### config.mk
export PLATFORM = sky130hd
export DESIGN_NAME = hpack_header_block_tokenizer
export DESIGN_NICKNAME = d
export VERILOG_FILES = /design/src/rtl/hpbt_pkg.sv /design/src/rtl/hpack_header_block_tokenizer.sv
export SDC_FILE = /design/constraint.sdc
export NUM_CORES = 1
export LEC_CHECK = 0
export CAP_MARGIN = 20
export CORE_AREA = 2 2 161 163
export DETAILED_ROUTE_END_ITERATION = 7
export DIE_AREA = 0 0 163 165
export DONT_BUFFER_PORTS = 1
export PLACE_DENSITY = 0.67
export SYNTH_ARGS = -nofsm -noshare
export SYNTH_HDL_FRONTEND = slang
export SYNTH_SLANG_ARGS = --single-unit
### constraint.sdc
create_clock -name aclk -period 12.74 [get_ports aclk]
set_clock_uncertainty 0.15 [all_clocks]
set_input_delay 1.911 -clock aclk [delete_from_list [all_inputs] [get_ports aclk]]
set_output_delay 1.911 -clock aclk [all_outputs]
set_load 0.01 [all_outputs]
### src/rtl/hpbt_pkg.sv
`timescale 1ns / 1ps
// ----------------------------------------------------------------------------
// hpbt_pkg
// Types and constants shared by the header block tokenizer and its checker.
// ----------------------------------------------------------------------------
package hpbt_pkg;

    typedef struct packed {
        logic [7:0] data_byte;
        logic       block_last;
    } in_item_t;

    typedef struct packed {
        logic [2:0]  token_kind;
        logic [31:0] number;
        logic        incremental;
        logic        field_done;
        logic [1:0]  error_code;
        logic        block_end;
    } out_item_t;

    localparam logic [2:0] KIND_INDEXED     = 3'd0;
    localparam logic [2:0] KIND_LIT_START   = 3'd1;
    localparam logic [2:0] KIND_NAME_BYTE   = 3'd2;
    localparam logic [2:0] KIND_VALUE_BYTE  = 3'd3;
    localparam logic [2:0] KIND_EMPTY_VALUE = 3'd4;
    localparam logic [2:0] KIND_ERROR       = 3'd5;

    localparam logic [1:0] ERR_NONE      = 2'd0;
    localparam logic [1:0] ERR_INT_LONG  = 2'd1;
    localparam logic [1:0] ERR_MID_FIELD = 2'd2;

    localparam logic [7:0]  TOP_BIT     = 8'h80;
    localparam logic [7:0]  INCR_BIT    = 8'h40;
    localparam logic [6:0]  PREFIX7_MAX = 7'h7f;
    localparam logic [4:0]  PREFIX5_MAX = 5'h1f;
    localparam logic [7:0]  PREFIX8_MAX = 8'hff;
    localparam logic [31:0] INT_LIMIT   = 32'h0080_0000;
    localparam logic [2:0]  CONT_LIMIT  = 3'd5;

    typedef enum logic [7:0] {
        PH_IDLE    = 8'b0000_0001,
        PH_INDEX   = 8'b0000_0010,
        PH_NAMEIDX = 8'b0000_0100,
        PH_NAMELEN = 8'b0000_1000,
        PH_NAME    = 8'b0001_0000,
        PH_VALLEN  = 8'b0010_0000,
        PH_VALUE   = 8'b0100_0000,
        PH_DROP    = 8'b1000_0000
    } phase_t;

endpackage

### src/rtl/hpack_header_block_tokenizer.sv
`timescale 1ns / 1ps
// ----------------------------------------------------------------------------
// hpack_header_block_tokenizer
// Splits the bytes of a draft HPACK header block into index, literal start,
// name byte, value byte, empty value and error tokens, at most one token per byte.
// ----------------------------------------------------------------------------
// Channel   Direction  Ports                       Payload
// s_        in         s_valid, s_ready, s_data    in_item_t  (one block byte)
// m_        out        m_valid, m_ready, m_data    out_item_t (one token)
//
// A byte is registered on acceptance and decoded from that register, and its
// token is registered in the output register or the skid stage; one byte is
// taken every cycle while s_ready is high. A two-entry output register and skid
// stage keep input flowing while a token waits; s_ready drops only while both entries are full.
// Reset is synchronous and active low and returns the decoder to idle.
// ----------------------------------------------------------------------------
module hpack_header_block_tokenizer
    import hpbt_pkg::*;
(
    input  logic      aclk,
    input  logic      aresetn,
    input  logic      s_valid,
    output logic      s_ready,
    input  in_item_t  s_data,
    output logic      m_valid,
    input  logic      m_ready,
    output out_item_t m_data
);

    logic      in_valid_reg;
    in_item_t  in_data_reg;
    logic      skid_valid_reg;
    out_item_t skid_data_reg;
    logic      m_valid_reg;
    out_item_t m_data_reg;

    phase_t      phase_reg, phase_next;
    logic [31:0] acc_reg, acc_next;
    logic [2:0]  cont_reg, cont_next;
    logic        incr_reg, incr_next;
    logic [31:0] remain_reg, remain_next;

    logic        advance;
    logic        fire;
    logic        res_valid;
    out_item_t   res_data;

    logic [7:0]  b;
    logic        last;
    logic        have;
    logic        done_int;
    logic        err1;
    logic [2:0]  kind;
    logic [31:0] num;
    logic        inc;
    logic        fdone;
    logic [1:0]  shift_sel;
    logic [31:0] shifted;
    logic [31:0] sum;
    logic [2:0]  cont_inc;

    assign advance = !skid_valid_reg;
    assign s_ready = advance;
    assign fire    = in_valid_reg && advance;
    assign m_valid = m_valid_reg;
    assign m_data  = m_data_reg;

    assign b    = in_data_reg.data_byte;
    assign last = in_data_reg.block_last;

    assign shift_sel = cont_reg[1:0] - 2'd1;
    assign cont_inc  = cont_reg + 3'd1;
    assign sum       = acc_reg + shifted;

    always_comb begin
        case (shift_sel)
            2'd0:    shifted = {25'd0, b[6:0]};
            2'd1:    shifted = {18'd0, b[6:0], 7'd0};
            2'd2:    shifted = {11'd0, b[6:0], 14'd0};
            default: shifted = {4'd0, b[6:0], 21'd0};
        endcase
    end

    always_comb begin
        phase_next  = phase_reg;
        acc_next    = acc_reg;
        cont_next   = cont_reg;
        incr_next   = incr_reg;
        remain_next = remain_reg;
        have        = 1'b0;
        done_int    = 1'b0;
        err1        = 1'b0;
        kind        = KIND_INDEXED;
        num         = 32'd0;
        inc         = 1'b0;
        fdone       = 1'b0;
        res_valid   = 1'b0;
        res_data    = '0;

        case (phase_reg)
            PH_DROP: begin
                if (last) begin
                    phase_next = PH_IDLE;
                    acc_next   = 32'd0;
                    cont_next  = 3'd0;
                end
            end
            PH_IDLE: begin
                if ((b & TOP_BIT) != 8'd0) begin
                    acc_next = {25'd0, b[6:0]};
                    if (b[6:0] != PREFIX7_MAX) begin
                        done_int = 1'b1;
                    end else begin
                        cont_next = 3'd1;
                    end
                    phase_next = PH_INDEX;
                end else begin
                    incr_next = ((b & INCR_BIT) != 8'd0);
                    acc_next  = {27'd0, b[4:0]};
                    if (b[4:0] != PREFIX5_MAX) begin
                        done_int = 1'b1;
                    end else begin
                        cont_next = 3'd1;
                    end
                    phase_next = PH_NAMEIDX;
                end
            end
            PH_NAME, PH_VALUE: begin
                have        = 1'b1;
                kind        = (phase_reg == PH_NAME) ? KIND_NAME_BYTE : KIND_VALUE_BYTE;
                num         = {24'd0, b};
                remain_next = remain_reg - 32'd1;
                if (remain_next == 32'd0) begin
                    acc_next  = 32'd0;
                    cont_next = 3'd0;
                    if (phase_reg == PH_NAME) begin
                        phase_next = PH_VALLEN;
                    end else begin
                        fdone      = 1'b1;
                        phase_next = PH_IDLE;
                    end
                end
            end
            default: begin
                if (cont_reg == 3'd0) begin
                    acc_next = {24'd0, b};
                    if (b != PREFIX8_MAX) begin
                        done_int = 1'b1;
                    end else begin
                        cont_next = 3'd1;
                    end
                end else begin
                    acc_next  = sum;
                    cont_next = cont_inc;
                    if ((b & TOP_BIT) != 8'd0) begin
                        if (cont_inc >= CONT_LIMIT || sum >= INT_LIMIT) begin
                            err1 = 1'b1;
                        end
                    end else begin
                        done_int = 1'b1;
                    end
                end
            end
        endcase

        if (err1) begin
            phase_next           = last ? PH_IDLE : PH_DROP;
            acc_next             = 32'd0;
            cont_next            = 3'd0;
            res_valid            = 1'b1;
            res_data.token_kind  = KIND_ERROR;
            res_data.error_code  = ERR_INT_LONG;
            res_data.block_end   = last;
        end else begin
            if (done_int) begin
                case (phase_next)
                    PH_INDEX: begin
                        have       = 1'b1;
                        kind       = KIND_INDEXED;
                        num        = acc_next;
                        fdone      = 1'b1;
                        phase_next = PH_IDLE;
                    end
                    PH_NAMEIDX: begin
                        have       = 1'b1;
                        kind       = KIND_LIT_START;
                        num        = acc_next;
                        inc        = incr_next;
                        phase_next = (acc_next == 32'd0) ? PH_NAMELEN : PH_VALLEN;
                    end
                    PH_NAMELEN: begin
                        if (acc_next == 32'd0) begin
                            phase_next = PH_VALLEN;
                        end else begin
                            phase_next  = PH_NAME;
                            remain_next = acc_next;
                        end
                    end
                    default: begin
                        if (acc_next == 32'd0) begin
                            have       = 1'b1;
                            kind       = KIND_EMPTY_VALUE;
                            fdone      = 1'b1;
                            phase_next = PH_IDLE;
                        end else begin
                            phase_next  = PH_VALUE;
                            remain_next = acc_next;
                        end
                    end
                endcase
                acc_next  = 32'd0;
                cont_next = 3'd0;
            end

            if (last && phase_next != PH_IDLE) begin
                phase_next          = PH_IDLE;
                acc_next            = 32'd0;
                cont_next           = 3'd0;
                remain_next         = 32'd0;
                incr_next           = 1'b0;
                res_valid           = 1'b1;
                res_data.token_kind = KIND_ERROR;
                res_data.error_code = ERR_MID_FIELD;
                res_data.block_end  = 1'b1;
            end else if (have) begin
                res_valid            = 1'b1;
                res_data.token_kind  = kind;
                res_data.number      = num;
                res_data.incremental = inc;
                res_data.field_done  = fdone;
                res_data.error_code  = ERR_NONE;
                res_data.block_end   = last;
            end
        end
    end

    always_ff @(posedge aclk) begin
        if (!aresetn) begin
            in_valid_reg <= 1'b0;
        end else if (advance) begin
            in_valid_reg <= s_valid;
        end
    end

    always_ff @(posedge aclk) begin
        if (advance && s_valid) begin
            in_data_reg <= s_data;
        end
    end

    always_ff @(posedge aclk) begin
        if (!aresetn) begin
            phase_reg  <= PH_IDLE;
            acc_reg    <= 32'd0;
            cont_reg   <= 3'd0;
            incr_reg   <= 1'b0;
            remain_reg <= 32'd0;
        end else if (fire) begin
            phase_reg  <= phase_next;
            acc_reg    <= acc_next;
            cont_reg   <= cont_next;
            incr_reg   <= incr_next;
            remain_reg <= remain_next;
        end
    end

    always_ff @(posedge aclk) begin
        if (!aresetn) begin
            m_valid_reg    <= 1'b0;
            skid_valid_reg <= 1'b0;
        end else if (skid_valid_reg) begin
            if (m_ready) begin
                m_data_reg     <= skid_data_reg;
                skid_valid_reg <= 1'b0;
            end
        end else if (m_valid_reg && !m_ready) begin
            if (fire && res_valid) begin
                skid_data_reg  <= res_data;
                skid_valid_reg <= 1'b1;
            end
        end else begin
            m_valid_reg <= fire && res_valid;
            m_data_reg  <= res_data;
        end
    end

endmodule

==> metrics.md <==
| Metric | Value |
|---|---|
| Nets | 1338 |
| Final Hold Viols | 0 |
| Via count | between 10000 and 15000 |
| Critical path startpoint category | flip-flop |
| CP top delay family | compound AO/OA/AOI/OAI gates |
| Crit-path max FO | 48 |
| Grt ovf | 0 |
| CTS Buf Count | 17 |
| Dpl cell area | around 11000 um^2 |
| CP startpoint | cont_reg[0] |
| Reg-to-reg endpoint | m_data[15] |
| Total power | around 0.0014 W |
| Hold path depth | 2 |
| Slowest-stage cell, CP | a2111oi_4 |
| IO Count | 55 |
| Setup Buffers After CTS | 0 |
| Reg clk slew, reported paths | 0.08 ns |
| Adder-cell share of the synthesized area | 4.11% |
| CTS tree | yes |
| PwrDens | between 100 and 150 nW/um^2 |
| R2R Path Start | cont_reg[0] |
| Final WL | 36.6 mm |
| Max-Cap Viols | 0 |
| Worst Path Arrival | about 6.5 ns |
| WL per Instance | 22.4 um |
| Post-synth ARST share | 0% |
| Compound-cell area share of the yosys netlist | 24.7% |
| Hold Crit Start | acc_reg[3] |
| Dpl hpwl | 26.8 mm |
| Most used DFF post-synth | edfxtp_1 |
| LEAKAGE | roughly 4.4 nW |
| Layout area overhead | 7.98% |
| Synth warnings | 0 |
| Worst skew pair latency | 0.45 ns |
| Die area | 26900 um^2 |
| Crit-path cells | inv_1, ha_1, nor2b_1, and2_1, ha_1, fa_1, a211oi_1, o21ai_0, a21boi_0, o211ai_1, xor2_1, a22oi_1, nor3b_1, nand4_1, a2111oi_4, a41oi_4, a21oi_4, nand2_2, o31ai_1 |
| Root Driver | clkbuf_16 |
| Initial antenna violation count | 0 |
| Cell variety after synth | 88 |
| Register area share after synthesis | about two fifths |
| Most common cell after layout, fill and taps aside | nand2_1 |
| First-pass GRT wire length | 56.5 mm |
| # diodes | 0 |
| Synth Net Count | 1376 |
| Starting density of the core | 44.5% |
| Post-synthesis mux area share | 0.942% |
| Crit share post-route | 50.7% |
| H-Tree Depth | 4 |
| Seq cells post-synth | 168 |
| PortBufs | 0 |
| Avg Cell Area, Syn | 8.40 um^2 |
| Worst R2R Setup Slack | 6.28 ns |
| Peak Freq | roughly 150 MHz |
| Drt first pass iters | 6 |
| Leading cell types in the layout, fill and taps excluded | 198 x nand2_1, 117 x nor2_1, 103 x a21oi_1 |
| CTS sink cnt | 168 |
| DRC Markers | 0 |
| Via density | 6.44 |
| RD Place Congestion | 0.954 |
| Starting DRC count in detailed routing | between 1000 and 1500 |
| Cell mode on critical path | ha_1 |
| Total Routing Usage GR | 27.4% |
| Status | finished clean |
| Syn Inst Count | 1327 |
| Post-synth EDFFs | roughly 90 |
| Cell area after layout | approximately 12000 um^2 |
| Die X | around 160 um |
| Min-Delay Endpoint | acc_reg[3] |
| Minimum clock period | 6.46 ns |
| Hold WC Path Type | reg2reg |
| Cell row count | 58 |
| Cts repair resizes | 0 |
| Worst path max stage delay | 0.59 ns |
| Share of cells above drive strength 1 | 7.37% |
| Slew Viols, Final | 0 |
| Worst Tran Pin Value | 0.998 ns |
| Worst vdd ir | 0.0913 mV |
| Vias in the first global route | between 9000 and 10000 |
| Routed Antenna Nets | 0 |
| CP Class | reg2reg |
| CP required | between 10 and 15 ns |
| Post-synthesis xor/xnor area fraction | under 10% |
| Path depth of the worst reg2reg path | 19 |
| Rel. slew slack | 33.3% |
| Setup TNS | 0 ns |
| Post-Synth Simple-Gate Area | 23.3% |
| Post-Syn Area | 11200 um^2 |
| Die Span Y | 165 um |
| Crit end category | flip-flop |
| # hold bufs at CTS | 0 |
| Clock tree buffer depth | 2 |
| RSZ-0062 raised after global routing | false |
| Main combinational cell family by area after synthesis | compound AO/OA/AOI/OAI gates |
| Final Setup Violations | 0 |
| CP bufs+invs | 1 |
| Pin count of the biggest net entering global routing | 82 |
| Core region area | between 20000 and 30000 um^2 |
[worst max path at each step]
stage | endpoint | slack [ns] | depth (start not counted)
4_1_cts | m_data[15] | 6.34 | 19
3_3_place_gp | skid_data_reg[22] | 6.55 | 19
5_1_grt | m_data[15] | 5.72 | 19
2_1_floorplan | skid_data_reg[0] | 3.47 | 20
6_report | m_data[15] | 6.28 | 19
3_5_place_dp | m_data[15] | 6.35 | 19
[stage by stage]
stage / instances / hold slack [ns] / util (%) / setup slack [ns]
finish: 1632 / 0.361 / 48.1 / 6.28
global route: 1632 / 0.360 / 48.1 / 5.72
CTS: 1630 / 0.349 / 48.0 / 6.34
detailed placement: 1598 / 0.338 / 45.7 / 6.35
global placement: 1598 / 0.310 / 45.7 / 6.55
floorplan: 1327 / 0.292 / - / 3.47
[routing by layer]
layer  GRT usage (%)  share of wire, %  vias to the layer above
met5            2.08              0.15                        -
met4            12.8               4.7                        2
met3            6.48               9.9                       96
met2            40.6                42                      578
met1            37.6                43                     4988
li1                -                 -                     4846
[cell type report]
cell class | count | area [um^2]
fillers | 2378 | 13000
multi-input cells | 1055 | 6520
flip-flops and latches | 168 | 4260
clock buffers | 17 | 425
well taps | 330 | 413
repair buffers | 24 | 193
clock inverters | 15 | 153
inverters | 23 | 86.3
[cell usage after synthesis (5+ instances only)]
cell | instances | area [um^2]
a211oi_1 | 7 | 52.6
a21boi_0 | 10 | 75.1
a21o_1 | 7 | 52.6
a21oi_1 | 103 | 515
a221oi_1 | 8 | 70.1
a22o_1 | 6 | 52.6
a22oi_1 | 11 | 82.6
a31oi_1 | 11 | 68.8
a32oi_1 | 5 | 43.8
and2_1 | 37 | 231
and3_1 | 11 | 68.8
buf_2 | 16 | 80.1
clkbuf_1 | 62 | 233
dfxtp_1 | 79 | 1580
edfxtp_1 | 89 | 2670
ha_1 | 35 | 438
inv_1 | 23 | 86.3
mux2i_1 | 6 | 60.1
nand2_1 | 198 | 743
nand2b_1 | 8 | 50.1
nand3_1 | 29 | 145
nand4_1 | 14 | 87.6
nand4b_1 | 5 | 43.8
nor2_1 | 119 | 447
nor2b_1 | 8 | 50.1
nor3_1 | 29 | 145
nor3b_1 | 5 | 37.5
nor4_1 | 22 | 138
nor4b_1 | 5 | 43.8
o2111ai_1 | 9 | 78.8
o211ai_1 | 30 | 225
o21a_1 | 11 | 82.6
o21ai_0 | 67 | 335
o21ai_1 | 34 | 170
o22ai_1 | 6 | 37.5
o31ai_1 | 37 | 278
or2_2 | 8 | 50.1
or3_1 | 9 | 56.3
or4_1 | 5 | 37.5
xnor2_1 | 33 | 289
xor2_1 | 32 | 280
[worst min-delay path: stages, from the launching register on]
cell and delay [ns]:
dfxtp_1 0.35, nand2_1 0.06, o21ai_1 0.05
[cell families after synthesis]
logic type	count (synthesis)
fa+ha+maj	36
mux	10
simple gates	533
flops	168
buf+inv	104
xor+xnor	65
compound gates	411
[power breakdown]
group | internal [W] | total (W) | switching [W] | leakage, nW
logic | 0.0000853 | 0.000273 | 0.000187 | 2.56
registers | 0.000591 | 0.000620 | 0.0000291 | 1.51
clock network | 0.000262 | 0.000521 | 0.000260 | 0.285
total | 0.000938 | 0.00141 | 0.000476 | 4.36
(Power assumes the default switching activity.)
